### src/hw/rtl/swf_pkg.sv
`default_nettype none
package swf_pkg;

  localparam int COORD_W = 32;
  localparam int NUM_IN = 4;
  localparam int DIMS_W = 3;
  localparam logic [DIMS_W-1:0] DIMS_RESET = 3'd4;

  localparam int WINDOW_DEPTH_DEF = 64;
  localparam int MAX_DIMS_DEF = 4;

  typedef logic signed [COORD_W-1:0] coord_t;

  // token for the dominance scan: beaten = some entry dominates the point,
  // room = some slot is empty or about to be freed
  typedef struct packed {
    logic active;
    logic beaten;
    logic room;
  } scan_tok_t;

  // token for the insert sweep, pairs with a carried entry
  typedef struct packed {
    logic active;
    logic carry_valid;
  } merge_tok_t;

endpackage
`default_nettype wire

### src/hw/rtl/swf_cell.sv
`default_nettype none
module swf_cell #(
  parameter int WINDOW_DEPTH = 64,
  parameter int MAX_DIMS = 4
) (
  input  wire logic                                    clk,
  input  wire logic                                    rst,
  input  wire swf_pkg::coord_t [MAX_DIMS-1:0]           pt,
  input  wire logic [MAX_DIMS-1:0]                     dim_use,
  input  wire logic                                    drain,
  input  wire logic                                    shift_in_valid,
  input  wire swf_pkg::coord_t [MAX_DIMS-1:0]           shift_in_entry,
  input  wire swf_pkg::scan_tok_t                      scan_in,
  input  wire logic [$clog2(WINDOW_DEPTH+1)-1:0]       removed_in,
  output swf_pkg::scan_tok_t                           scan_out,
  output logic [$clog2(WINDOW_DEPTH+1)-1:0]            removed_out,
  input  wire swf_pkg::merge_tok_t                     merge_in,
  input  wire swf_pkg::coord_t [MAX_DIMS-1:0]           carry_in,
  output swf_pkg::merge_tok_t                          merge_out,
  output swf_pkg::coord_t [MAX_DIMS-1:0]                carry_out,
  output logic                                         valid,
  output swf_pkg::coord_t [MAX_DIMS-1:0]                entry
);
  import swf_pkg::*;

  localparam int CNT_W = $clog2(WINDOW_DEPTH + 1);

  logic [MAX_DIMS-1:0] e_lt;
  logic [MAX_DIMS-1:0] e_gt;
  logic                dom_ep;  // stored entry dominates the point
  logic                dom_pe;  // point dominates the stored entry
  logic                doomed;

  always_comb begin
    for (int i = 0; i < MAX_DIMS; i++) begin
      e_lt[i] = dim_use[i] && ($signed(entry[i]) < $signed(pt[i]));
      e_gt[i] = dim_use[i] && ($signed(entry[i]) > $signed(pt[i]));
    end
    dom_ep = (e_gt == '0) && (e_lt != '0);
    dom_pe = (e_lt == '0) && (e_gt != '0);
  end

  always_ff @(posedge clk) begin
    if (rst) begin
      valid     <= 1'b0;
      doomed    <= 1'b0;
      scan_out  <= '0;
      merge_out <= '0;
    end else begin
      scan_out.active  <= scan_in.active;
      scan_out.beaten  <= scan_in.beaten || (valid && dom_ep);
      scan_out.room    <= scan_in.room || !valid || dom_pe;
      merge_out.active <= merge_in.active;
      // a live entry is pushed one cell further; a free or doomed slot absorbs the carry
      merge_out.carry_valid <= !drain && !scan_in.active && merge_in.active &&
                               merge_in.carry_valid && valid && !doomed;
      if (drain) begin
        valid <= shift_in_valid;
      end else if (scan_in.active) begin
        doomed <= valid && dom_pe;
      end else if (merge_in.active) begin
        doomed <= 1'b0;
        if (merge_in.carry_valid) begin
          valid <= 1'b1;
        end else if (doomed) begin
          valid <= 1'b0;
        end
      end
    end
  end

  always_ff @(posedge clk) begin
    removed_out <= removed_in + CNT_W'(valid && dom_pe);
    carry_out   <= entry;
    if (drain) begin
      entry <= shift_in_entry;
    end else if (merge_in.active && merge_in.carry_valid) begin
      entry <= carry_in;
    end
  end

endmodule
`default_nettype wire

### config.mk
export PLATFORM = sky130hd
export DESIGN_NAME = swf_cell
export DESIGN_NICKNAME = d
export VERILOG_FILES = /design/src/hw/rtl/swf_pkg.sv /design/src/hw/rtl/swf_cell.sv
export SDC_FILE = /design/constraint.sdc
export NUM_CORES = 1
export LEC_CHECK = 0
export ABC_CLOCK_PERIOD_IN_PS = 4900
export BUFFER_PORTS_ARGS = -buffer_cell sky130_fd_sc_hd__buf_2
export CORE_AREA = 2 2 260 262
export CTS_BUF_LIST = sky130_fd_sc_hd__clkbuf_4 sky130_fd_sc_hd__clkbuf_8
export DETAILED_ROUTE_END_ITERATION = 12
export DIE_AREA = 0 0 262 264
export HOLD_SLACK_MARGIN = 0.03
export PLACE_DENSITY = 0.4
export SLEW_MARGIN = 30
export SYNTH_ARGS = -nofsm -noshare
export SYNTH_HDL_FRONTEND = slang
export SYNTH_SLANG_ARGS = --single-unit
export TNS_END_PERCENT = 20
### constraint.sdc
create_clock -name clk -period 4.9 [get_ports clk]
set_input_delay 0.245 -clock clk [delete_from_list [all_inputs] [get_ports clk]]
set_output_delay 0.245 -clock clk [all_outputs]
set_load 0.005 [all_outputs]
* Word level (Yosys, flattened, before mapping)
Index checks and enable logic that the tools add are counted.
** Storage, ports and cells
- Flip-flop bits (word level) :: 270
- Bits of input ports :: 404
** Operators by class
- Bitwise operators :: 1
- Reduce and logical (&&, ||, !) cells :: 35
- Muxes and demuxes :: 9
- Add/sub/neg operators :: 1
- Eq/ne operators :: 1
- Order comparisons :: 8
** Operators by type and width (number)
- $mux 128 :: 2
- $gt 32x32->1 :: 4
- $lt 32x32->1 :: 4
- $logic_and 1x1->1 :: 18
- $logic_not 4->1 :: 2
- $reduce_bool 4->1 :: 2
- $add 7x1->7 :: 1
- $mux 1 :: 7
- $reduce_bool 2->1 :: 3
- $logic_not 1->1 :: 4
- $logic_or 1x1->1 :: 3
- $reduce_and 3->1 :: 1
- $reduce_bool 3->1 :: 1
- $ne 2x2->1 const B :: 1
- $reduce_and 2->1 :: 1
- $not 1->1 :: 1

* Logic depth before layout (Yosys ltp)
Gate-level depths: netlist of run 1.
- Word-level depth :: 6
- Mapped depth :: 15

* Worst setup path after synthesis of run 1
Ideal clock, no wire load.
- Kind :: input to register
- Start :: in drain
- End :: reg entry[0] in the netlist's numbering (enable)
- Required time :: 4.414 ns
- Buffers on the path :: 3
- Slack :: 0.729 ns
- Stages :: 4
- Arrival time :: 3.685 ns
- Path through :: clkbuf_1 clkbuf_1 clkbuf_1 a21o_1
** Between the ends
- Longest elaborated chain between the ends :: 1
** Ends and longest elaborated chain
- from (decl) :: line swf_cell.sv:10 : input wire logic drain,
- $reduce_bool 2->1 (no source line)
- to (signal assigned) :: line swf_cell.sv:76 : entry <= shift_in_entry;
- to (signal assigned) :: line swf_cell.sv:78 : entry <= carry_in;
- to (decl) :: line swf_cell.sv:22 : output swf_pkg::coord_t [MAX_DIMS-1:0] entry
Every way passes these cells.
A chain may end at the register's enable or synchronous reset.

* Worst setup path after layout of run 1
- Start :: reg entry[33] in the netlist's numbering
- End :: reg removed_out[6]
** Between the ends
- Longest elaborated chain between the ends :: 6
- Elaborated cells on any way between the ends :: 9
- Classes of those cells :: add/sub (1); order compare (2); reduce/logical (6)
** Ends and longest elaborated chain
- $lt 32x32->1 or $gt 32x32->1 (tied branches) :: line swf_cell.sv:36, swf_cell.sv:37
- $logic_and 1x1->1, on equally long branches :: line swf_cell.sv:36, swf_cell.sv:37
- $logic_not 4->1 or $reduce_bool 4->1 (tied branches) :: line swf_cell.sv:40 : dom_pe = (e_lt == '0) && (e_gt != '0);
- $logic_and 1x1->1 (*) :: line swf_cell.sv:40
- $logic_and 1x1->1 (*) :: line swf_cell.sv:73 : removed_out <= removed_in + CNT_W'(valid && dom_pe);
- $add 7x1->7 (*) :: line swf_cell.sv:73
- to (signal assigned) :: line swf_cell.sv:73
- to (decl) :: line swf_cell.sv:16 : output logic [$clog2(WINDOW_DEPTH+1)-1:0] removed_out,
Mark *: on every way between the ends. The rest lies on a longest branch, timed or not.

==> out/metrics.csv, run 1 <==
stage,metric,value,unit
critical_path,worstSetupPathType,reg -> reg,
route,remaining_drcs,0,
route,viasPerCell,3.83,
status,run_status,"finished, final reports clean",
logic_synthesis,mappedNetlistNets,1451,
min_path,timing.hold.worst.start,drain,
layout,finalNetCount,2447,
route,drt.antenna.violating_nets,0,
layout,syn2layout_area_growth,72.7,%
die,core_region_area,66600,µm²
timing,finClkSkew,0.0187,ns
die,rows,95,
critical_path,regToRegStartpoint,entry[33],
clocking,cts.path.max_buffers,3,
timing,setup_tns_after_final_layout,0,ns
critical_path,reg2regPathDepth,17,
logic_synthesis,async_flop_share,0,%
timing,worstMarginPinSlew,0.730,ns
timing,min_period_over_period,92.3,%
global_route,grt-ovfl-total,0,
route,wirelength,45800,µm
logic_synthesis,synth_edf_count,128,
min_path,timing.hold.worst_path_depth,3,
global_route,global_route_wire_length_before_repair,66800,µm
critical_path,setup.worst_path.start_class,flip-flop,
timing,max_clock_freq,221,MHz
layout,drive_above_1_share,46.4,%
clocking,path_clk_slew,0.06,ns
logic_synthesis,ys.warnings.count,0,
logic_synthesis,post_synth_inst_count,917,
global_route,grt_start_max_net_pins,70,
logic_synthesis,synth_area,11800,µm²
timing,grt_setup_unrepaired,false,
timing,hold_viol,0,
place,gp_weighted_congestion,0.833,
pwr,vdd_ir_drop_max,0.000181,V
critical_path,critical_path_peak_fanout,3,
global_route,grt_antenna_before_repair,9,
pwr,power_per_cell_area,333,nW/µm²
die,dieHeight,264,µm
route,detailedRoute.firstIterationViolations,289,
place,postPlaceCellArea,16200,µm²
layout,finish.instance_area,20300,µm²
die,dieArea,69200,µm²
place,dp_hpwl,35600,µm
timing,timing.final.crit_period,4.52,ns
clocking,post-cts-setup-buffer-count,0,
pwr,leakage_power_of_the_design,9.70,nW
logic_synthesis,syn_avg_cell_area,12.8,µm²
critical_path,crit_start,entry[33],
logic_synthesis,synth.yosys.seq_area_share,56.8,%
timing,max_slew_margin,51.3,%
route,avgRoutedWirePerCell,16.1,µm
clocking,tritoncts,done,
logic_synthesis,ys_seq_elements,270,
die,die_w,262,µm
logic_synthesis,yosys_most_used_dff,sky130_fd_sc_hd__dfxtp_1,
place,io_buffer_count,672,
logic_synthesis,netlist-cell-type-count,45,
clocking,cts.sinks,270,
critical_path,endpoint_kind,flip-flop,
global_route,first_global_vias,11936,
route,route.vias.total,10865,
min_path,min_path_type,in -> reg,
die,num_io_pins,673,
route,first_pass_iters,4,
die,floorplan.initialDensity,17.7,%
clocking,ctsHtreeMaxLevel,2,
flow_run,cap_viol_max_count,0,
clocking,clock_latency,0.63,ns
critical_path,crit_arrival,5.02,ns
clocking,cts_inserted_buffers,54,
clocking,cts-root-buf,sky130_fd_sc_hd__clkbuf_8,
timing,setup_violations,0,
timing,final-max-slew-violation-count,0,
critical_path,worst_ep_required_time,5.39,ns
layout,filler_cell_count,6943,
global_route,grt_util_all_layers,12.7,%
==> path summary, 6_finish.rpt <==
check	slack, ns	end
setup / recovery	0.38	removed_out[6]
hold / removal	0.30	valid
setup reg to reg	0.38	removed_out[6]
hold reg to reg	0.39	carry_out[0]
==> cell usage after synthesis (3+ instances only) <==
library cell,instances,area (µm²)
sky130_fd_sc_hd__o211ai_1,3,22.5
sky130_fd_sc_hd__nand4_1,22,138
sky130_fd_sc_hd__nor2_1,10,37.5
sky130_fd_sc_hd__mux2i_1,8,80.1
sky130_fd_sc_hd__nor2b_1,7,43.8
sky130_fd_sc_hd__nand2b_1,5,31.3
sky130_fd_sc_hd__inv_1,132,495
sky130_fd_sc_hd__a221oi_1,3,26.3
sky130_fd_sc_hd__nor3_1,8,40.0
sky130_fd_sc_hd__a211oi_1,6,45.0
sky130_fd_sc_hd__mux2_2,128,1440
sky130_fd_sc_hd__a21o_1,7,52.6
sky130_fd_sc_hd__o21a_1,3,22.5
sky130_fd_sc_hd__a21oi_1,48,240
sky130_fd_sc_hd__nor4_1,6,37.5
sky130_fd_sc_hd__ha_1,130,1630
sky130_fd_sc_hd__xor2_1,3,26.3
sky130_fd_sc_hd__a221o_1,3,30.0
sky130_fd_sc_hd__nand3_1,14,70.1
sky130_fd_sc_hd__dfxtp_1,142,2840
sky130_fd_sc_hd__o21ai_0,15,75.1
sky130_fd_sc_hd__nand2_1,39,146
sky130_fd_sc_hd__edfxtp_1,128,3840
sky130_fd_sc_hd__clkbuf_1,14,52.6
sky130_fd_sc_hd__and4_1,6,52.6
==> where the power goes <==
group          internal [W]  switching (W)  total, W  leakage [nW]
sequential          0.00265       0.000164   0.00281          2.48
combinational      0.000722       0.000559   0.00128          6.58
clock               0.00159        0.00109   0.00268         0.645
total               0.00496        0.00182   0.00677          9.70
==> cell usage in the layout (no fill, tap or decap), types with 3 or more instances in the layout <==
cell type	count
sky130_fd_sc_hd__nand4_1	22
sky130_fd_sc_hd__a221oi_1	3
sky130_fd_sc_hd__a21oi_1	48
sky130_fd_sc_hd__o21ai_0	15
sky130_fd_sc_hd__nor4_1	4
sky130_fd_sc_hd__nand2b_1	5
sky130_fd_sc_hd__nor2_1	10
sky130_fd_sc_hd__mux2_2	128
sky130_fd_sc_hd__a21o_1	6
sky130_fd_sc_hd__clkbuf_4	3
sky130_fd_sc_hd__a211oi_1	6
sky130_fd_sc_hd__o211ai_1	3
sky130_fd_sc_hd__nand2_1	39
sky130_fd_sc_hd__inv_1	132
sky130_fd_sc_hd__nand3_1	14
sky130_fd_sc_hd__clkinv_1	7
sky130_fd_sc_hd__bufinv_16	8
sky130_fd_sc_hd__a221o_1	3
sky130_fd_sc_hd__nor2b_1	7
sky130_fd_sc_hd__nor3_1	8
sky130_fd_sc_hd__dfxtp_1	142
sky130_fd_sc_hd__edfxtp_1	128
sky130_fd_sc_hd__mux2i_1	8
sky130_fd_sc_hd__ha_1	130
sky130_fd_sc_hd__o21a_1	3
sky130_fd_sc_hd__clkinvlp_4	5
sky130_fd_sc_hd__clkinv_2	17
sky130_fd_sc_hd__dlygate4sd3_1	278
sky130_fd_sc_hd__buf_2	671
sky130_fd_sc_hd__and4_1	6
sky130_fd_sc_hd__clkbuf_8	60
sky130_fd_sc_hd__diode_2	5
sky130_fd_sc_hd__xor2_1	3
==> metal layers <==
layer / global-route usage (%) / part of all wire, % / up-vias / wire length (µm)
met5: 0 / 0.11 / - / 50
met4: 4.46 / 2.9 / 8 / 1310
met3: 3.51 / 7.8 / 83 / 3570
met2: 23.8 / 51 / 431 / 23600
met1: 13.5 / 38 / 5032 / 17300
li1: - / - / 5311 / -
==> kinds of logic (layout without fill, tap and decap cells) <==
family | count (synthesis) | after routing | synth area share [%]
buffers and inverters | 147 | 1189 | 4.69
AOI/OAI and AO/OA | 104 | 104 | 5.84
xor gates and xnor gates | 5 | 5 | 0.372
DFF | 270 | 270 | 56.8
and+or+nand+nor | 125 | 125 | 5.57
other | 0 | 5 | 0
muxes | 136 | 136 | 12.9
adders and majority gates | 130 | 130 | 13.8
==> worst max-delay path, stage by stage (launching register included) <==
cell                            delay, ns
sky130_fd_sc_hd__edfxtp_1            0.42
sky130_fd_sc_hd__ha_1                0.31
sky130_fd_sc_hd__nor2b_1             0.13
sky130_fd_sc_hd__o211ai_1            0.30
sky130_fd_sc_hd__a21boi_0            0.15
sky130_fd_sc_hd__o31a_1              0.32
sky130_fd_sc_hd__nor4_2              0.34
sky130_fd_sc_hd__buf_4               0.19
sky130_fd_sc_hd__mux2i_1             0.07
sky130_fd_sc_hd__buf_4               0.15
sky130_fd_sc_hd__or4_4               0.50
sky130_fd_sc_hd__and3_2              0.24
sky130_fd_sc_hd__ha_1                0.19
sky130_fd_sc_hd__ha_1                0.20
sky130_fd_sc_hd__and3_1              0.17
sky130_fd_sc_hd__nand3_1             0.10
sky130_fd_sc_hd__xnor2_1             0.06
sky130_fd_sc_hd__dlygate4sd3_1       0.55
==> stage by stage <==
stage               util (%)  power [W]  hold slack, ns  setup WS (ns)  instances
floorplan                  -    0.00328           0.317          0.729        917
global placement        24.4    0.00395           0.372          0.565       2451
detailed placement      24.4    0.00395           0.387          0.651       2451
CTS                     30.5    0.00690           0.212         0.0877       2831
global route            30.5    0.00715           0.270         0.0418       2834
finish                  30.5    0.00677           0.299          0.377       2837
==> area by class of cell <==
cell class,instances,area (µm²),share of cell area (%)
Antenna cell,5,12.5,0.0615
Clock buffer,63,848,4.17
Clock inverter,39,407,2.00
Inverter,132,495,2.44
Multi-Input combinational cell,500,4560,22.4
Sequential cell,270,6690,32.9
Tap cell,873,1090,5.37
Timing Repair Buffer,955,6230,30.7
==> registers in the layout, summed over array words and instances (netlist names) <==
signal       cells
doomed           1
valid            1
merge_out        2
scan_out         3
carry_out      128
removed_out      7
entry          128
==> what timing repair did <==
item | in CTS | in global routing
hold buffers | 278 | 0
gates resized for setup | 0 | 2
endpoints found under the setup margin | 0 | 1
endpoints found under the hold margin | 142 | 0
Note: power is estimated with default switching activity, not from simulation.
==> run 2: changes to the inputs <==
--- a/config.mk
+++ b/config.mk
@@ -5,12 +5,14 @@
 export SDC_FILE = /design/constraint.sdc
 export NUM_CORES = 1
 export LEC_CHECK = 0
+export ABC_AREA = 1
 export ABC_CLOCK_PERIOD_IN_PS = 4900
 export BUFFER_PORTS_ARGS = -buffer_cell sky130_fd_sc_hd__buf_2
-export CORE_AREA = 2 2 260 262
+export CORE_AREA = 2 2 263 265
 export CTS_BUF_LIST = sky130_fd_sc_hd__clkbuf_4 sky130_fd_sc_hd__clkbuf_8
 export DETAILED_ROUTE_END_ITERATION = 12
-export DIE_AREA = 0 0 262 264
+export DIE_AREA = 0 0 265 267
+export GPL_TIMING_DRIVEN = 0
 export HOLD_SLACK_MARGIN = 0.03
 export PLACE_DENSITY = 0.4
 export SLEW_MARGIN = 30
==> run 2 against run 1 <==
  * Clock power is 1% lower
  * Global-route usage is 1.5 points higher
  * Core utilization is 0.19 points lower
  * Register-to-register slack better by 0.48 ns
  * Die area is 2.3% higher
  * Final area is 1.5% higher
==> out/metrics.csv, run 2 <==
stage,metric,value,unit,change
status,run_status,"finished, final reports clean",,unchanged
min_path,timing.hold.worst_path_depth,3,,unchanged
route,remaining_drcs,0,,unchanged
min_path,min_path_type,in -> reg,,unchanged
critical_path,regToRegStartpoint,entry[7],,was entry[33]
layout,layout.cells.most_common,sky130_fd_sc_hd__buf_2,,unchanged
layout,final_core_utilization,30.4,%,was 30.5%
logic_synthesis,ys.warnings.count,0,,unchanged
clocking,tritoncts,done,,unchanged
logic_synthesis,synth_top_area_cell,sky130_fd_sc_hd__edfxtp_1,,unchanged
die,die_w,265,µm,was 262 µm
logic_synthesis,syn_avg_cell_area,9.09,µm²,was 12.8 µm²
timing,timing.final.crit_period,4.04,ns,was 4.52 ns
global_route,grt_util_all_layers,14.2,%,was 12.7%
layout,filler_cell_count,7302,,was 6943
logic_synthesis,synth_edf_count,128,,unchanged
logic_synthesis,mappedNetlistNets,1860,,was 1451
route,drt.antenna.violating_nets,0,,unchanged
pwr,p_switching,0.00189,W,was 0.00182 W
die,rows,96,,was 95
clocking,post-cts-setup-buffer-count,0,,unchanged
critical_path,crit_start,entry[7],,was entry[33]
critical_path,cp.depth,22,,was 17
route,route.vias.total,12400,,was 10865
layout,most-common-layout-cells,"672 x sky130_fd_sc_hd__buf_2, 543 x sky130_fd_sc_hd__nand2_1, 274 x sky130_fd_sc_hd__dlygate4sd3_1",,"was 671 x sky130_fd_sc_hd__buf_2, 278 x sky130_fd_sc_hd__dlygate4sd3_1, 142 x sky130_fd_sc_hd__dfxtp_1"
clocking,path_clk_slew,0.06,ns,about the same
logic_synthesis,synth.yosys.seq_area_share,55.5,%,was 56.8%
die,core_region_area,68000,µm²,was 66600 µm²
timing,final-max-slew-violation-count,0,,unchanged
logic_synthesis,synth_most_common_cell,sky130_fd_sc_hd__nand2_1,,was sky130_fd_sc_hd__dfxtp_1
clocking,ctsHtreeMaxLevel,2,,unchanged
critical_path,ff2ff_setup_slack,0.86,ns,was 0.38 ns
logic_synthesis,ys_seq_elements,270,,unchanged
timing,finClkSkew,0.0317,ns,was 0.0187 ns
pwr,power.share.combinational,19.3,%,was 18.9%
timing,worstMarginPinSlew,0.888,ns,was 0.730 ns
die,floorplan.initialDensity,17.7,%,about the same
critical_path,setup.worst_path.start_class,flip-flop,,unchanged
timing,setup_violations,0,,unchanged
critical_path,cp_slowest_cell,sky130_fd_sc_hd__dlygate4sd3_1,,unchanged
critical_path,path_buf_inv,1,,was 3
pwr,proportion_of_total_power_due_to_net_switching,27.9,%,was 26.8%
clocking,cts.sinks,270,,unchanged
layout,largest_registers,"carry_out (128), entry (128), removed_out (7)",,unchanged
pwr,vdd_ir_drop_max,0.000220,V,was 0.000181 V
timing,grt_setup_unrepaired,false,,unchanged
clocking,cts_inserted_buffers,54,,unchanged
die,dieArea,70800,µm²,was 69200 µm²
route,detailedRoute.firstIterationViolations,451,,was 289
place,io_buffer_count,672,,unchanged
logic_synthesis,synth_area,12100,µm²,was 11800 µm²
critical_path,worst_path_dominant_cell_family,simple AND/OR/NAND/NOR gates,,unchanged
pwr,cell_internal_pwr,0.00489,W,was 0.00496 W
logic_synthesis,post_synth_inst_count,1326,,was 917
layout,finalNetCount,2866,,was 2447
critical_path,cpMostUsedCell,sky130_fd_sc_hd__nand2_1,,was sky130_fd_sc_hd__ha_1
logic_synthesis,async_flop_share,0,%,unchanged
pwr,relative_contribution_of_the_clock_network_to_total_power,39.0,%,was 39.6%
critical_path,critical_path_peak_fanout,3,,unchanged
route,viasPerCell,3.80,,was 3.83
die,num_io_pins,673,,unchanged
critical_path,worst_ep_required_time,5.43,ns,was 5.39 ns
layout,drive_above_1_share,33.3,%,was 46.4%
logic_synthesis,yosys_most_used_dff,sky130_fd_sc_hd__dfxtp_1,,unchanged
global_route,first_global_vias,12993,,was 11936
global_route,global_route_wire_length_before_repair,75600,µm,was 66800 µm
pwr,power_per_cell_area,329,nW/µm²,was 333 nW/µm²
logic_synthesis,synthTopCellsByArea,"sky130_fd_sc_hd__edfxtp_1 32%, sky130_fd_sc_hd__dfxtp_1 24%, sky130_fd_sc_hd__nand2_1 17%, sky130_fd_sc_hd__ha_1 13%, sky130_fd_sc_hd__inv_1 5.4%",,"was sky130_fd_sc_hd__edfxtp_1 33%, sky130_fd_sc_hd__dfxtp_1 24%, sky130_fd_sc_hd__ha_1 14%, sky130_fd_sc_hd__mux2_2 12%, sky130_fd_sc_hd__inv_1 4.2%"
pwr,power.share.sequential,41.7,%,was 41.5%
critical_path,crit_arrival,4.57,ns,was 5.02 ns
timing,max_clock_freq,247,MHz,was 221 MHz
clocking,cts-root-buf,sky130_fd_sc_hd__clkbuf_8,,unchanged
global_route,grt_start_max_net_pins,43,,was 70
timing,hold_viol,0,,unchanged
pwr,leakage_power_of_the_design,10.9,nW,was 9.70 nW
critical_path,reg2regPathDepth,22,,was 17
global_route,grt-ovfl-total,0,,unchanged
flow_run,cap_viol_max_count,0,,unchanged
place,dp_hpwl,42200,µm,was 35600 µm
place,gp_weighted_congestion,0.828,,was 0.833
route,avgRoutedWirePerCell,16.1,µm,about the same
min_path,timing.hold.worst.start,carry_in[3],,was drain
logic_synthesis,netlist-cell-type-count,28,,was 45
timing,max_slew_margin,40.8,%,was 51.3%
timing,min_period_over_period,82.5,%,was 92.3%
critical_path,worstSetupPathType,reg -> reg,,unchanged
logic_synthesis,synth_top_cell_area_share,31.9,%,was 32.6%
route,wirelength,52700,µm,was 45800 µm
critical_path,slowest_delay,0.55,ns,about the same
timing,hold_ws,0.129,ns,was 0.299 ns
critical_path,endpoint_kind,flip-flop,,unchanged
route,first_pass_iters,5,,was 4
die,dieHeight,267,µm,was 264 µm
clocking,clock_latency,0.65,ns,was 0.63 ns
critical_path,critical_path.cell_chain,ha_1 -> nand2_1 -> nor2_1 -> nand2_1 -> nand2_1 -> nand2_1 -> nand2_1 -> nand2_1 -> nand2_1 -> nand2_1 -> nand3_1 -> nand2_2 -> nor2_2 -> nand2_2 -> nor2_1 -> ha_1 -> ha_1 -> nand3_1 -> nor2_1 -> nand2_1 -> xnor2_1 -> dlygate4sd3_1,,was ha_1 -> nor2b_1 -> o211ai_1 -> a21boi_0 -> o31a_1 -> nor4_2 -> buf_4 -> mux2i_1 -> buf_4 -> or4_4 -> and3_2 -> ha_1 -> ha_1 -> and3_1 -> nand3_1 -> xnor2_1 -> dlygate4sd3_1
global_route,grt_antenna_before_repair,11,,was 9
logic_synthesis,synth_commonest_cells,"544 x sky130_fd_sc_hd__nand2_1, 172 x sky130_fd_sc_hd__inv_1, 142 x sky130_fd_sc_hd__dfxtp_1",,"was 142 x sky130_fd_sc_hd__dfxtp_1, 132 x sky130_fd_sc_hd__inv_1, 130 x sky130_fd_sc_hd__ha_1"
layout,syn2layout_area_growth,71.2,%,was 72.7%
clocking,cts.path.max_buffers,3,,unchanged
## run 2: final cells by class
| class | count | area [µm²] | share of cell area [%] |
|---|---|---|---|
| timing repair buffer | 950 | 6200 | 30.0 |
| multi-input combinational | 855 | 4620 | 22.4 |
| buffer | 28 | 110 | 0.534 |
| sequential | 270 | 6690 | 32.4 |
| clock inverter | 12 | 121 | 0.588 |
| clock buffer | 90 | 1130 | 5.49 |
| tap | 882 | 1100 | 5.35 |
| inverter | 173 | 649 | 3.15 |
| antenna | 7 | 17.5 | 0.0849 |
## run 2: what timing repair did
| item | CTS | global route |
|---|---|---|
| endpoints found under the hold margin | 141 | 0 |
| gates resized for setup | 0 | 0 |
| hold buffers | 274 | 0 |
## run 2: logic make-up after synthesis
kind of cell	synth area share [%]
flip-flops	55.5
adder cells (fa/ha/maj)	13.5
XOR/XNOR	0.363
AND/OR/NAND/NOR	20.5
AO/OA/AOI/OAI	3.93
buffers and inverters	6.26
## run 2: worst reg2reg max path, cell delays in order (launching register included)
cell and delay, ns:
sky130_fd_sc_hd__edfxtp_1 0.48, sky130_fd_sc_hd__ha_1 0.35, sky130_fd_sc_hd__nand2_1 0.08, sky130_fd_sc_hd__nor2_1 0.28, sky130_fd_sc_hd__nand2_1 0.09, sky130_fd_sc_hd__nand2_1 0.07
sky130_fd_sc_hd__nand2_1 0.05, sky130_fd_sc_hd__nand2_1 0.15, sky130_fd_sc_hd__nand2_1 0.12, sky130_fd_sc_hd__nand2_1 0.10, sky130_fd_sc_hd__nand2_1 0.06, sky130_fd_sc_hd__nand3_1 0.08
sky130_fd_sc_hd__nand2_2 0.12, sky130_fd_sc_hd__nor2_2 0.15, sky130_fd_sc_hd__nand2_2 0.12, sky130_fd_sc_hd__nor2_1 0.22, sky130_fd_sc_hd__ha_1 0.25, sky130_fd_sc_hd__ha_1 0.20
sky130_fd_sc_hd__nand3_1 0.11, sky130_fd_sc_hd__nor2_1 0.12, sky130_fd_sc_hd__nand2_1 0.07, sky130_fd_sc_hd__xnor2_1 0.12, sky130_fd_sc_hd__dlygate4sd3_1 0.55
## run 2: final timing paths
check	endpoint
worst min-delay path	entry[3]
worst max-delay path	removed_out[6]
worst min register to register	carry_out[101]
worst max register to register	removed_out[6]
## run 2: routing by layer
| layer | routed length, µm | track usage (%) | vias up |
|---|---|---|---|
| li1 | - | - | 6246 |
| met1 | 21700 | 16.7 | 5644 |
| met2 | 26100 | 25.0 | 434 |
| met3 | 3600 | 3.64 | 74 |
| met4 | 1240 | 4.96 | 2 |
| met5 | 16 | 0 | - |
## run 2: metrics by stage
step                instances  cell area (µm²)  power, W  setup TNS [ns]  setup slack, ns
floorplan                1326            12100   0.00330               0             1.06
global placement         2880            16500   0.00399         -229.66            -1.82
detailed placement       2884            16600   0.00400               0             1.42
CTS                      3260            20600   0.00691               0            0.850
global route             3266            20600   0.00718               0            0.510
finish                   3267            20600   0.00678               0            0.858
## run 2: power groups by stage
stage	logic (W)	clock network [W]	registers [W]
after floorplan	0.000462	0	0.00284
after global placement	0.00110	0	0.00289
after detailed placement	0.00111	0	0.00288
after CTS	0.00133	0.00275	0.00284
after global routing	0.00148	0.00284	0.00286
final	0.00131	0.00264	0.00283
==> run 3: changes to the inputs <==
--- a/config.mk
+++ b/config.mk
@@ -6,15 +6,15 @@
 export NUM_CORES = 1
 export LEC_CHECK = 0
 export ABC_AREA = 1
-export ABC_CLOCK_PERIOD_IN_PS = 4900
+export ABC_CLOCK_PERIOD_IN_PS = 3400
 export BUFFER_PORTS_ARGS = -buffer_cell sky130_fd_sc_hd__buf_2
-export CORE_AREA = 2 2 263 265
+export CORE_AREA = 2 2 260 262
 export CTS_BUF_LIST = sky130_fd_sc_hd__clkbuf_4 sky130_fd_sc_hd__clkbuf_8
 export DETAILED_ROUTE_END_ITERATION = 12
-export DIE_AREA = 0 0 265 267
+export DIE_AREA = 0 0 262 264
 export GPL_TIMING_DRIVEN = 0
 export HOLD_SLACK_MARGIN = 0.03
-export PLACE_DENSITY = 0.4
+export PLACE_DENSITY = 0.42
 export SLEW_MARGIN = 30
 export SYNTH_ARGS = -nofsm -noshare
 export SYNTH_HDL_FRONTEND = slang
==> constraint.sdc (replaced) <==
create_clock -name clk -period 3.4 [get_ports clk]
set_input_delay 0.17 -clock clk [delete_from_list [all_inputs] [get_ports clk]]
set_output_delay 0.17 -clock clk [all_outputs]
set_load 0.005 [all_outputs]
==> run 3 against run 2 <==
  * Cell count increased by 0.15%
  * Total power increased by 44%
  * Die area decreased by 2.2%
  * Clock skew about the same
  * Non-clock buffer count increased by 12
  * Critical path type unchanged
  * Largest power group unchanged
==> out/metrics.csv, run 3 (synthesized netlist as in run 2, its figures left out) <==
stage,metric,value,unit,change
status,run_status,"finished, final reports clean",,unchanged
pwr,power.share.combinational,20.3,%,was 19.3%
die,die_w,262,µm,was 265 µm
route,detailedRoute.firstIterationViolations,550,,was 451
route,remaining_drcs,0,,unchanged
route,drt.antenna.violating_nets,0,,unchanged
critical_path,crit_start,entry[41],,was entry[7]
critical_path,cpMostUsedCell,sky130_fd_sc_hd__nand2_1,,unchanged
layout,syn2layout_area_growth,72.4,%,was 71.2%
critical_path,setup.worst_path.start_class,flip-flop,,unchanged
timing,max_slew_margin,40.0,%,was 40.8%
die,rows,95,,was 96
clocking,cts.path.max_buffers,3,,unchanged
clocking,cts-root-buf,sky130_fd_sc_hd__clkbuf_8,,unchanged
global_route,first_global_vias,13092,,was 12993
timing,max_clock_freq,320,MHz,was 247 MHz
timing,setup_tns_after_final_layout,0,ns,unchanged
global_route,groute.layer.met2.usage,26.9,%,was 25.0%
critical_path,crit_arrival,3.62,ns,was 4.57 ns
critical_path,path_buf_inv,0,,was 1
global_route,global_route.usage.met3,3.51,%,was 3.64%
pwr,p_switching,0.00273,W,was 0.00189 W
layout,most-common-layout-cells,"672 x sky130_fd_sc_hd__buf_2, 539 x sky130_fd_sc_hd__nand2_1, 274 x sky130_fd_sc_hd__dlygate4sd3_1",,"was 672 x sky130_fd_sc_hd__buf_2, 543 x sky130_fd_sc_hd__nand2_1, 274 x sky130_fd_sc_hd__dlygate4sd3_1"
min_path,whs_endpoint,scan_out[1],,was entry[3]
critical_path,slowest_delay,0.45,ns,was 0.55 ns
layout,drive_above_1_share,34.3,%,was 33.3%
min_path,timing.hold.worst_path_depth,7,,was 3
clocking,tritoncts,done,,unchanged
layout,finish.instance_area,20800,µm²,was 20600 µm²
pwr,relative_contribution_of_the_clock_network_to_total_power,38.0,%,was 39.0%
timing,final-max-slew-violation-count,0,,unchanged
place,dp_hpwl,44900,µm,was 42200 µm
layout,filler_cell_count,7210,,was 7302
place,gp_weighted_congestion,0.888,,was 0.828
min_path,timing.hold.worst.start,dim_use[0],,was carry_in[3]
global_route,global_route_wire_length_before_repair,79400,µm,was 75600 µm
layout,layout.cells.most_common,sky130_fd_sc_hd__buf_2,,unchanged
layout,seq_area,6690,µm²,unchanged
layout,final_core_utilization,31.2,%,was 30.4%
layout,finalNetCount,2875,,was 2866
timing,finClkSkew,0.0313,ns,was 0.0317 ns
die,dieHeight,264,µm,was 267 µm
clocking,path_clk_slew,0.06,ns,about the same
critical_path,reg2regPathDepth,19,,was 22
clocking,clock_latency,0.63,ns,was 0.65 ns
critical_path,critical_path_peak_fanout,3,,unchanged
die,num_io_pins,673,,unchanged
global_route,grt-ovfl-total,0,,unchanged
pwr,power_per_cell_area,470,nW/µm²,was 329 nW/µm²
place,io_buffer_count,672,,unchanged
flow_run,cap_viol_max_count,0,,unchanged
global_route,grt_busiest_layer,met2,,unchanged
pwr,cell_internal_pwr,0.00704,W,was 0.00489 W
min_path,min_path_type,in -> reg,,unchanged
timing,timing.final.crit_period,3.13,ns,was 4.04 ns
critical_path,ff2ff_setup_slack,0.27,ns,was 0.86 ns
die,floorplan.initialDensity,18.1,%,was 17.7%
critical_path,worstSetupPathType,reg -> reg,,unchanged
route,wirelength,55800,µm,was 52700 µm
clocking,cts_inserted_buffers,51,,was 54
global_route,grt_antenna_before_repair,18,,was 11
timing,hold_viol,0,,unchanged
route,viasPerCell,3.86,,was 3.80
pwr,proportion_of_total_power_due_to_net_switching,28.0,%,was 27.9%
critical_path,worst_path_dominant_cell_family,simple AND/OR/NAND/NOR gates,,unchanged
route,avgRoutedWirePerCell,17.1,µm,was 16.1 µm
timing,worstMarginPinSlew,0.900,ns,was 0.888 ns
place,postPlaceCellArea,16600,µm²,about the same
critical_path,endpoint_kind,flip-flop,,unchanged
global_route,grt_util_all_layers,15.6,%,was 14.2%
die,dieArea,69200,µm²,was 70800 µm²
global_route,grt_start_max_net_pins,67,,was 43
pwr,leakage_power_of_the_design,10.9,nW,about the same
critical_path,timing.rr.end,removed_out[6],,unchanged
critical_path,regToRegStartpoint,entry[41],,was entry[7]
timing,min_period_over_period,91.9,%,was 82.5%
route,first_pass_iters,7,,was 5
clocking,ctsHtreeMaxLevel,2,,unchanged
critical_path,critical_path.cell_chain,ha_1 -> a21oi_1 -> o21ai_0 -> a21oi_1 -> nand2_1 -> nand2_1 -> nand2_1 -> nand2_1 -> nand3_2 -> nand2_2 -> nor2_2 -> nand2_2 -> nor2_4 -> ha_2 -> ha_2 -> nand3_2 -> nor2_2 -> nand2_1 -> xnor2_1,,was ha_1 -> nand2_1 -> nor2_1 -> nand2_1 -> nand2_1 -> nand2_1 -> nand2_1 -> nand2_1 -> nand2_1 -> nand2_1 -> nand3_1 -> nand2_2 -> nor2_2 -> nand2_2 -> nor2_1 -> ha_1 -> ha_1 -> nand3_1 -> nor2_1 -> nand2_1 -> xnor2_1 -> dlygate4sd3_1
route,route.vias.total,12619,,was 12400
critical_path,cp_slowest_cell,sky130_fd_sc_hd__edfxtp_1,,was sky130_fd_sc_hd__dlygate4sd3_1
global_route,grt_util_met1,18.9,%,was 16.7%
critical_path,worst_ep_required_time,3.89,ns,was 5.43 ns
die,core_region_area,66600,µm²,was 68000 µm²
timing,hold_ws,0.169,ns,was 0.129 ns
clocking,cts.sinks,270,,unchanged
pwr,vdd_ir_drop_max,0.000345,V,was 0.000220 V
pwr,power.share.sequential,41.7,%,about the same
layout,multi_input_comb_area,4730,µm²,was 4620 µm²
timing,setup_violations,0,,unchanged
layout,largest_registers,"carry_out (128), entry (128), removed_out (7)",,unchanged
## run 3: cell types whose count changed in the layout (fill, tap and decap cells not counted), moves of 3 or more
cell                       previous run  this run
sky130_fd_sc_hd__diode_2              7        15
sky130_fd_sc_hd__a21oi_1             57        53
sky130_fd_sc_hd__ha_1               130       127
sky130_fd_sc_hd__nor2_1              48        43
sky130_fd_sc_hd__a21oi_2              1         5
sky130_fd_sc_hd__nor2_4               0         4
sky130_fd_sc_hd__nand2_2              3         7
sky130_fd_sc_hd__nand2_1            543       539
sky130_fd_sc_hd__buf_4                0        13
sky130_fd_sc_hd__clkbuf_8            73        64
## run 3: layout make-up
type	instances	area share (%)
antenna	15	0.181
buffer	28	0.530
clock buffer	83	4.93
clock inverter	13	0.831
inverter	173	3.13
multi-input combinational	855	22.8
sequential	270	32.2
tap	873	5.26
timing repair buffer	962	30.2
## run 3: metal layers
| metal | vias up | part of all wire [%] |
|---|---|---|
| met1 | 5804 | 42 |
| li1 | 6280 | - |
| met4 | 2 | 2.7 |
| met5 | - | 0.022 |
| met3 | 104 | 6.2 |
| met2 | 429 | 49 |
## run 3: worst register-to-register path: stages (launching register included)
cell and delay (ns):
sky130_fd_sc_hd__edfxtp_1 0.45, sky130_fd_sc_hd__ha_1 0.33, sky130_fd_sc_hd__a21oi_1 0.06, sky130_fd_sc_hd__o21ai_0 0.30
sky130_fd_sc_hd__a21oi_1 0.13, sky130_fd_sc_hd__nand2_1 0.12, sky130_fd_sc_hd__nand2_1 0.09, sky130_fd_sc_hd__nand2_1 0.09
sky130_fd_sc_hd__nand2_1 0.06, sky130_fd_sc_hd__nand3_2 0.09, sky130_fd_sc_hd__nand2_2 0.10, sky130_fd_sc_hd__nor2_2 0.13
sky130_fd_sc_hd__nand2_2 0.11, sky130_fd_sc_hd__nor2_4 0.12, sky130_fd_sc_hd__ha_2 0.20, sky130_fd_sc_hd__ha_2 0.21
sky130_fd_sc_hd__nand3_2 0.12, sky130_fd_sc_hd__nor2_2 0.11, sky130_fd_sc_hd__nand2_1 0.08, sky130_fd_sc_hd__xnor2_1 0.12
## run 3: how the worst max path moves through the flow
stage | end | slack, ns | cells after the start
global route | removed_out[6] | -0.02 | 21
detailed placement | removed_out[6] | -0.48 | 19
global placement | entry[57] | -1.03 | 4
CTS | removed_out[6] | 0.0003 | 19
finish | removed_out[6] | 0.27 | 19
floorplan | removed_out[6] | 0.80 | 19
## run 3: what timing repair did
action                                  CTS  global route
endpoints found under the hold margin   142             0
resized for setup                        16            12
buffers inserted                          5             9
gates cloned                              0             0
pin swaps                                 1             3
endpoints found under the setup margin    6             3
hold buffers                            274             0
## run 3: stage by stage
stage / cells / setup WS [ns] / power [W]
2_1_floorplan: 1326 / 0.796 / 0.00476
3_3_place_gp: 2871 / -1.03 / 0.00579
3_5_place_dp: 2873 / -0.483 / 0.00580
4_1_cts: 3248 / 0.000306 / 0.00992
5_1_grt: 3269 / -0.0224 / 0.0103
6_report: 3272 / 0.274 / 0.00977
## run 3: power groups by stage
stage          Combinational [W]  Clock (W)  Sequential, W
2_1_floorplan           0.000667          0        0.00409
3_3_place_gp             0.00161          0        0.00417
3_5_place_dp             0.00164          0        0.00417
4_1_cts                  0.00199    0.00384        0.00409
5_1_grt                  0.00224    0.00398        0.00412
6_report                 0.00199    0.00371        0.00407
